<file path="src/rtl/contact_impulse_resolver_macros.svh">
// ----------------------------------------------------------------------------
// contact impulse resolver assertion macros
// clocked property checks, compiled out for synthesis
// ----------------------------------------------------------------------------
`ifndef CONTACT_IMPULSE_RESOLVER_MACROS_SVH
`define CONTACT_IMPULSE_RESOLVER_MACROS_SVH

`ifndef SYNTHESIS
`define CIR_ASSERT_CLK(lbl, ck, rstn, prop, msg) \
  lbl: assert property (@(posedge ck) disable iff (!rstn) prop) else $error(msg);
`define CIR_ASSERT(lbl, prop, msg) `CIR_ASSERT_CLK(lbl, clk, rst_n, prop, msg)
`else
`define CIR_ASSERT_CLK(lbl, ck, rstn, prop, msg)
`define CIR_ASSERT(lbl, prop, msg)
`endif

`endif

</file>
<file path="src/rtl/cir_pkg.sv">
// ----------------------------------------------------------------------------
// cir_pkg
// types, constants and saturating fixed point helpers for the contact resolver
// ----------------------------------------------------------------------------
package cir_pkg;

  localparam int WORD_BITS    = 32;
  localparam int FRAC_BITS    = 16;
  localparam int REST_BITS    = 16;
  localparam int REST_W       = 17;
  localparam int MASS_W       = WORD_BITS - 1;
  localparam int FLAG_W       = 2;
  localparam int FRONT_STAGES = 7;
  localparam int FIFO_DEPTH   = 4;
  localparam int FIFO_AW      = 2;
  localparam int DIV_STEPS    = WORD_BITS + FRAC_BITS;
  localparam int PROD_W       = 2 * WORD_BITS + 2;
  localparam int IN_RAW       = 8 * WORD_BITS + REST_W + 2 * MASS_W + FLAG_W;
  localparam int IN_W         = ((IN_RAW + 7) / 8) * 8;
  localparam int IN_PAD       = IN_W - IN_RAW;
  localparam int OUT_W        = 9 * WORD_BITS;

  typedef logic signed [WORD_BITS-1:0] word_t;
  typedef logic signed [WORD_BITS:0]   wide_t;
  typedef logic [MASS_W-1:0]           mass_t;
  typedef logic [REST_W-1:0]           rest_t;
  typedef logic [FLAG_W-1:0]           flags_t;

  localparam word_t WMAX = {1'b0, {(WORD_BITS-1){1'b1}}};
  localparam word_t WMIN = {1'b1, {(WORD_BITS-1){1'b0}}};
  localparam mass_t TS_RESET = mass_t'(1092);
  localparam logic signed [PROD_W-1:0] PROD_ONE = 1;

  // input beat, first field in the low bits
  typedef struct packed {
    logic [IN_PAD-1:0] pad;
    flags_t flags;
    word_t  accn;
    mass_t  ib;
    mass_t  ia;
    word_t  bvy;
    word_t  bvx;
    word_t  avy;
    word_t  avx;
    rest_t  rest;
    word_t  pen;
    word_t  ny;
    word_t  nx;
  } in_t;

  // output beat, first field in the low bits
  typedef struct packed {
    word_t imp;
    word_t vby;
    word_t vbx;
    word_t vay;
    word_t vax;
    word_t pby;
    word_t pbx;
    word_t pay;
    word_t pax;
  } out_t;

  typedef struct packed {
    word_t nx;
    word_t ny;
    word_t pen;
    word_t avx;
    word_t avy;
    word_t bvx;
    word_t bvy;
    word_t accn;
    rest_t rest;
    mass_t ia;
    mass_t ib;
    flags_t flags;
    logic [WORD_BITS-1:0] tim;
    logic  tim_zero;
    logic  sep_pos;
    word_t dvx;
    word_t dvy;
    word_t acl;
    word_t aclr;
    word_t px;
    word_t py;
    word_t sep;
    word_t nsep;
    word_t dv;
  } item_t;

  typedef struct packed {
    word_t nx;
    word_t ny;
    word_t avx;
    word_t avy;
    word_t bvx;
    word_t bvy;
    mass_t ia;
    mass_t ib;
    flags_t flags;
    logic  tim_zero;
    logic  no_imp;
  } ctx_t;

  typedef struct packed {
    ctx_t  ctx;
    word_t per;
    word_t imp;
    word_t mx;
    word_t my;
    word_t ix;
    word_t iy;
    word_t pax;
    word_t pay;
    word_t pbx;
    word_t pby;
    word_t dax;
    word_t day;
    word_t dbx;
    word_t dby;
  } back_t;

  typedef struct packed {
    logic full;
    logic empty;
  } fifo_stat_t;

  function automatic word_t clamp(input wide_t s);
    word_t res;
    if (s > WMAX) res = WMAX;
    else if (s < WMIN) res = WMIN;
    else res = s[WORD_BITS-1:0];
    return res;
  endfunction

  function automatic wide_t sx(input word_t a);
    return wide_t'(a);
  endfunction

  function automatic wide_t ux(input mass_t m);
    return wide_t'({2'b00, m});
  endfunction

  function automatic wide_t mneg(input mass_t m);
    return -ux(m);
  endfunction

  function automatic wide_t rx(input rest_t r);
    return wide_t'({{(WORD_BITS+1-REST_W){1'b0}}, r});
  endfunction

  function automatic word_t sat_add(input word_t a, input word_t b);
    return clamp(sx(a) + sx(b));
  endfunction

  function automatic word_t sat_sub(input word_t a, input word_t b);
    return clamp(sx(a) - sx(b));
  endfunction

  function automatic word_t sat_neg(input word_t a);
    return (a == WMIN) ? WMAX : -a;
  endfunction

  // (a * b) >> sh, toward zero, saturated
  function automatic word_t mul_sh(input wide_t a, input wide_t b, input int sh);
    logic signed [PROD_W-1:0] p;
    logic signed [PROD_W-1:0] rnd;
    logic signed [PROD_W-1:0] q;
    word_t res;
    p   = a * b;
    rnd = '0;
    if (p[PROD_W-1]) rnd = (PROD_ONE << sh) - PROD_ONE;
    q = (p + rnd) >>> sh;
    if (q > WMAX) res = WMAX;
    else if (q < WMIN) res = WMIN;
    else res = q[WORD_BITS-1:0];
    return res;
  endfunction

endpackage

</file>
<file path="src/rtl/cir_fifo.sv">
// ----------------------------------------------------------------------------
// cir_fifo
// short queue of classified contacts between front and back
// ----------------------------------------------------------------------------
`include "contact_impulse_resolver_macros.svh"

module cir_fifo (
  input  logic                clk,
  input  logic                rst_n,
  input  logic                push,
  input  cir_pkg::item_t      din,
  input  logic                pop,
  output cir_pkg::item_t      dout,
  output cir_pkg::fifo_stat_t stat
);

  localparam int AW = cir_pkg::FIFO_AW;

  cir_pkg::item_t mem_r [cir_pkg::FIFO_DEPTH];
  logic [AW-1:0]  wr_ptr_r;
  logic [AW-1:0]  rd_ptr_r;
  logic [AW:0]    cnt_r;
  logic [AW:0]    cnt_nxt;

  assign dout       = mem_r[rd_ptr_r];
  assign stat.full  = cnt_r == (AW+1)'(cir_pkg::FIFO_DEPTH);
  assign stat.empty = cnt_r == '0;

  always_comb begin
    unique case ({push, pop})
      2'b10:   cnt_nxt = cnt_r + 1'b1;
      2'b01:   cnt_nxt = cnt_r - 1'b1;
      default: cnt_nxt = cnt_r;
    endcase
  end

  always_ff @(posedge clk) begin
    if (!rst_n) begin
      wr_ptr_r <= '0;
      rd_ptr_r <= '0;
      cnt_r    <= '0;
    end else begin
      if (push) wr_ptr_r <= wr_ptr_r + 1'b1;
      if (pop)  rd_ptr_r <= rd_ptr_r + 1'b1;
      cnt_r <= cnt_nxt;
    end
  end

  always_ff @(posedge clk) begin
    if (push) begin
      mem_r[wr_ptr_r] <= din;
    end
  end

  `CIR_ASSERT(a_fifo_fill, (push && !pop) |=> (cnt_r == $past(cnt_r) + 1'b1), "fill count")
  `CIR_ASSERT(a_fifo_pop, pop |-> (cnt_r != '0), "pop from empty queue")

endmodule

</file>
<file path="config.mk">
export PLATFORM = sky130hd
export DESIGN_NAME = cir_fifo
export DESIGN_NICKNAME = d
export VERILOG_FILES = /design/src/rtl/cir_pkg.sv /design/src/rtl/cir_fifo.sv
export VERILOG_INCLUDE_DIRS = /design/src /design/src/rtl
export SDC_FILE = /design/constraint.sdc
export NUM_CORES = 2
export LEC_CHECK = 0
export BUFFER_PORTS_ARGS = -buffer_cell sky130_fd_sc_hd__buf_2
export CAP_MARGIN = 40
export CELL_PAD_IN_SITES_DETAIL_PLACEMENT = 1
export CELL_PAD_IN_SITES_GLOBAL_PLACEMENT = 1
export CORE_MARGIN = 2
export CORE_UTILIZATION = 30
export DETAILED_ROUTE_END_ITERATION = 12
export PLACE_DENSITY_LB_ADDON = 0.12
export SLEW_MARGIN = 20
export SYNTH_ARGS = -nofsm -noshare
export SYNTH_HDL_FRONTEND = slang
export SYNTH_SLANG_ARGS = --single-unit
</file>
<file path="constraint.sdc">
create_clock -name clk -period 24.5 [get_ports clk]
set_clock_uncertainty 0.1 [all_clocks]
set_input_delay 2.45 -clock clk [delete_from_list [all_inputs] [get_ports clk]]
set_output_delay 2.45 -clock clk [all_outputs]
set_load 0.02 [all_outputs]
</file>
After elaboration in Yosys (flattened, before gate mapping)
Memories as Yosys holds them, arrays and structs flattened. A register that Yosys moved wholly into a read port is not among the register bits.
Cells that the tools add are included.
Widths: inputs -> output; s select.
{ "totals": {"reg_bits": 7, "mem_bits_rw": 2636, "input_bits": 663, "out_inout_bits": 661, "word_cells": 18, "n_memories": 1} }
{ "classes": {"n_addsub": 4, "n_eq_ne": 3, "mux": 5, "n_reduce_logical": 2} }
{ "memory_table": {"columns": ["name", "depth", "width", "read_ports", "rd_clocked_by_memory_dff", "wr", "line_no", "rtl"], "rows": [
  ["mem_r", 4, 659, 1, 1, 1, "cir_fifo.sv:19", "cir_pkg::item_t mem_r [cir_pkg::FIFO_DEPTH];"]
]} }
{ "ops": {"columns": ["cell", "count"], "rows": [
  ["$pmux 3 s2", 1],
  ["$add 2x1->2 const B", 2],
  ["$mux 2", 2],
  ["$add 3x1->3 const B", 1],
  ["$eq 3x3->1 const B", 1],
  ["$logic_not 3->1", 1],
  ["$sub 3x1->3 const B", 1],
  ["$eq 2x1->1 const B", 1],
  ["$eq 2x2->1 const B", 1],
  ["$mux 1", 2],
  ["$reduce_bool 2->1", 1]
]} }

Longest topological paths before layout
{ "depth": {"depth_word": 3, "mapped_depth": 7, "depth_no_buf": 7} }

Least setup slack after synthesis
OpenSTA, ideal clock, no wires.
{ "synth_timing": {"path_kind": "input to register", "startpoint": "in push", "endpoint": "mem mem_r[0][0] in the netlist's numbering, enable pin", "setup_time_ns": 1.109, "t_arrival_ns": 17.218, "t_required_ns": 23.291, "slack_ns": 6.073, "cell_stages": 1, "path_buffers": 0, "path_cell_list": "and2_1"} }
{ "synth_between": {"elab_chain_cells": 2} }
{ "synth_rtl": {"columns": ["item", "line_no", "rtl"], "rows": [
  ["start, declared", "cir_fifo.sv:10", "input logic push,"],
  ["$mux 1", "cir_fifo.sv:50", "if (push) begin"],
  ["$mux 1 (implied by the code)", "cir_fifo.sv:51", "mem_r[wr_ptr_r] <= din;"],
  ["end, declared", "cir_fifo.sv:19", null]
]} }
Every way passes these cells.

==> impl_metrics.prom <==
# TYPE chip_impl_metric gauge
chip_impl_info{name="outcome",value="finished clean"} 1
chip_impl_metric{name="hold_path_depth",unit=""} 2
chip_impl_metric{name="place.detailed.instances",unit=""} 8941
chip_impl_metric{name="detailed_route_vias_per_instance",unit=""} 4.69
chip_impl_metric{name="detail_route.iter0.violations",unit=""} 2978
chip_impl_metric{name="clkSinkCount",unit=""} 2645
chip_impl_metric{name="input_output_buffers",unit=""} 1323
chip_impl_info{name="timing.critical_path.max_delay_family",value="buffers and inverters"} 1
chip_impl_metric{name="timing.max_cap.violations",unit=""} 0
chip_impl_metric{name="routed_wire_length_per_instance",unit="um"} 29.5
chip_impl_metric{name="total_length_of_routed_wires",unit="mm"} 281
chip_impl_metric{name="cts_hold_repair.buffers",unit=""} 0
chip_impl_metric{name="layout_setup_ws",unit="ns"} 16.36
chip_impl_metric{name="maximum_number_of_pins_on_one_net_before_global_route_repair",unit=""} 135
chip_impl_metric{name="critical_path_buf_inv_count",unit=""} 7
chip_impl_metric{name="cts_max_path_buffers",unit=""} 4
chip_impl_metric{name="vias",unit=""} 44700
chip_impl_metric{name="power.ir.vdd_worst",unit="mV"} 0.0642
chip_impl_metric{name="layout_min_cycle_time",unit="ns"} 8.14
chip_impl_metric{name="crit_cells",unit=""} 8
chip_impl_metric{name="postCtsSetupBuffers",unit=""} 0
chip_impl_metric{name="grt_pass1_vias",unit=""} 47900
chip_impl_metric{name="power.density",unit="mW/mm^2"} 92.0
chip_impl_metric{name="clkSlewWorstSetupHoldPaths",unit="ns"} 0.05
chip_impl_metric{name="io-pin-count",unit=""} 1324
chip_impl_metric{name="finalSetupTns",unit="ns"} 0
chip_impl_metric{name="fp.dieH",unit="um"} 568
chip_impl_metric{name="gp_routability_congestion",unit=""} 0.776
chip_impl_metric{name="net_count_after_synthesis",unit=""} 4156
chip_impl_metric{name="die_outline_width",unit="um"} 568
chip_impl_metric{name="clock_latency",unit="ns"} 0.88
chip_impl_metric{name="synth_seq_cells",unit=""} 2645
chip_impl_metric{name="grt_util_met1",unit="%"} 19.7
chip_impl_metric{name="dp_slack",unit="ns"} 16.12
chip_impl_metric{name="ant_nets",unit=""} 0
chip_impl_metric{name="fmax",unit="MHz"} 123
chip_impl_metric{name="final.hold.worst_slack",unit="ns"} 0.429
chip_impl_metric{name="tightest_pin_transition",unit="ns"} 1.14
chip_impl_metric{name="cts_inserted_buffers",unit=""} 301
chip_impl_metric{name="synth_area",unit="sq mm"} 0.0956
chip_impl_metric{name="grt.met2_usage",unit="%"} 28.4
chip_impl_metric{name="rows",unit=""} 207
chip_impl_metric{name="worst_r2r_path_depth",unit=""} 7
chip_impl_metric{name="firstDrtPassIters",unit=""} 7
chip_impl_info{name="worst_hold_path_type",value="register to register"} 1
chip_impl_metric{name="core-area",unit="sq mm"} 0.318
chip_impl_metric{name="timing.critical_path.fanout_max",unit=""} 95
chip_impl_metric{name="postPlaceCellArea",unit="sq mm"} 0.108
chip_impl_metric{name="overall_overflow_remaining_after_global_route",unit=""} 0
chip_impl_info{name="unrepaired_setup_endpoints_after_global_routing",value="no"} 1
chip_impl_metric{name="detail_route.drc_violations",unit=""} 0
chip_impl_info{name="worst-setup-path-type",value="register to primary output"} 1
chip_impl_metric{name="critical-path-max-stage-delay",unit="ns"} 0.67
chip_impl_info{name="clk_root_buffer_cell",value="sky130_fd_sc_hd__clkbuf_16"} 1
chip_impl_metric{name="synth_sequential_area_ratio",unit="%"} 83.0
chip_impl_metric{name="postSynthAreaPerCell",unit="sq um"} 27.4
chip_impl_metric{name="post_cts.resized_instances",unit=""} 0
chip_impl_metric{name="syn-instance-count",unit=""} 3487
chip_impl_metric{name="floorplan.die_area",unit="sq mm"} 0.323
chip_impl_info{name="grt_busiest_layer",value="met2"} 1
chip_impl_metric{name="drive_gt1_share",unit="%"} 47.1
chip_impl_info{name="cells_along_the_critical_path",value="buf_16, buf_12, buf_4, buf_12, buf_12, buf_12, mux4_2, buf_2"} 1
chip_impl_metric{name="use_met3",unit="%"} 7.45
chip_impl_metric{name="layout_worst_path_cycle_share",unit="%"} 33.2
chip_impl_info{name="worst_path_max_delay_cell",value="sky130_fd_sc_hd__buf_12"} 1
chip_impl_metric{name="final_max_slew_viol_count",unit=""} 0
chip_impl_metric{name="worst-endpoint-arrival",unit="ns"} 5.59
chip_impl_metric{name="initial_utilization",unit="%"} 30.1
chip_impl_info{name="critPathMostFrequentCell",value="sky130_fd_sc_hd__buf_12"} 1
chip_impl_metric{name="syn_to_final_growth",unit="%"} 22.8
chip_impl_metric{name="final-instance-count-excl-fill",unit=""} 9529
chip_impl_metric{name="finalNetCount",unit=""} 5739
chip_impl_metric{name="leakagePower",unit="nW"} 38.6
chip_impl_metric{name="htree_levels",unit=""} 5
chip_impl_metric{name="hpwl",unit="mm"} 190
chip_impl_info{name="crit_path_end_kind",value="primary output"} 1
chip_impl_metric{name="timing.slew.headroom",unit="%"} 23.9
chip_impl_metric{name="yosysWarningCount",unit=""} 0
chip_impl_metric{name="final_hold_vio_count",unit=""} 0
chip_impl_info{name="worstSetupStartpointType",value="register"} 1
chip_impl_metric{name="grtUsageTotal",unit="%"} 17.0
chip_impl_metric{name="final_cell_area",unit="sq mm"} 0.117
chip_impl_metric{name="setup_viol",unit=""} 0
chip_impl_info{name="cts_tree",value="yes"} 1
chip_impl_metric{name="grt_antenna_before_repair",unit=""} 261
chip_impl_metric{name="timing.critical_path.required",unit="ns"} 21.95
chip_impl_metric{name="grt_pass1_wl",unit="mm"} 388
chip_impl_metric{name="post_synth_num_cell_types",unit=""} 22
[cells by family after synthesis]
logic type	after synthesis	synth area share (%)
flops	2645	83.0
mux	660	15.5
buf+inv	152	1.22
simple gates	16	0.0982
fa+ha+maj	6	0.0864
xor+xnor	5	0.0458
compound gates	3	0.0183
[per-layer routing]
metal / up-vias / wire, um / share of wire, %
met4: 134 / 8220 / 2.9
met3: 716 / 28100 / 10
met1: 23600 / 105000 / 37
met5: - / 813 / 0.29
li1: 18600 / - / -
met2: 1612 / 138000 / 49
[tightest hold or removal path: stages (launching register included)]
cell	delay, ns
sky130_fd_sc_hd__dfxtp_1	0.33
sky130_fd_sc_hd__o21ai_0	0.07
sky130_fd_sc_hd__a21boi_0	0.07
[layout make-up]
cell class	instances	area [sq um]
tap	4180	5230
fill	30500	200000
multi-input combinational	690	15100
clock buffer	382	7910
timing repair buffer	1426	8100
sequential	2645	79300
antenna	52	130
inverter	6	22.5
clock inverter	148	1570
[power breakdown]
part           total [mW]  switching (mW)  internal [mW]
logic                1.21           0.781          0.431
clock network        4.34            1.84           2.51
registers            5.25          0.0428           5.21
[metrics by stage]
stage / utilization, % / power, mW
floorplan: - / 6.17
detailed placement: 33.9 / 6.59
finish: 37.0 / 10.8
global route: 36.9 / 11.2
CTS: 36.9 / 11.0
global placement: 33.7 / 6.56
[cell usage after synthesis, drive strengths merged]
library cell / instances / area share (%)
edfxtp: 2636 / 83
mux4: 659 / 16
buf: 136 / 1.2
and2: 10 / 0.065
clkbuf: 10 / 0.039
dfxtp: 9 / 0.19
inv: 6 / 0.024
ha: 5 / 0.065
xor2: 3 / 0.027
nand2: 2 / 0.0079
o21ai: 2 / 0.010
xnor2: 2 / 0.018
a21boi: 1 / 0.0079
and3: 1 / 0.0065
fa: 1 / 0.021
mux2i: 1 / 0.010
nor2b: 1 / 0.0065
nor3: 1 / 0.0052
or3: 1 / 0.0065
[registers in the layout (all words and copies together), names as in the netlist, named ones only]
signal    count
cnt_r         3
mem_r      2636
rd_ptr_r      2
wr_ptr_r      2
[cells in the final DEF (no fill, tap or decap), types with 7 or more instances in the layout]
cell type	n
sky130_fd_sc_hd__clkinv_16	9
sky130_fd_sc_hd__clkbuf_16	304
sky130_fd_sc_hd__buf_12	29
sky130_fd_sc_hd__clkbuf_1	77
sky130_fd_sc_hd__inv_16	7
sky130_fd_sc_hd__mux4_2	659
sky130_fd_sc_hd__buf_2	1323
sky130_fd_sc_hd__edfxtp_1	2636
sky130_fd_sc_hd__bufinv_16	19
sky130_fd_sc_hd__dfxtp_1	7
sky130_fd_sc_hd__diode_2	52
sky130_fd_sc_hd__clkinv_1	49
sky130_fd_sc_hd__buf_4	57
sky130_fd_sc_hd__buf_16	17
sky130_fd_sc_hd__clkinv_2	50
[worst paths after layout]
| kind | start | to | slack [ns] |
|---|---|---|---|
| setup reg to reg | wr_ptr_r[0] | mem_r[3][510] | 19.20 |
| setup / recovery | register | dout[447] | 16.36 |
| hold / removal | cnt_r[2] | cnt_r[2] | 0.43 |
| hold reg to reg | cnt_r[2] | cnt_r[2] | 0.43 |
No activity file was read; power rests on OpenSTA's default activity.
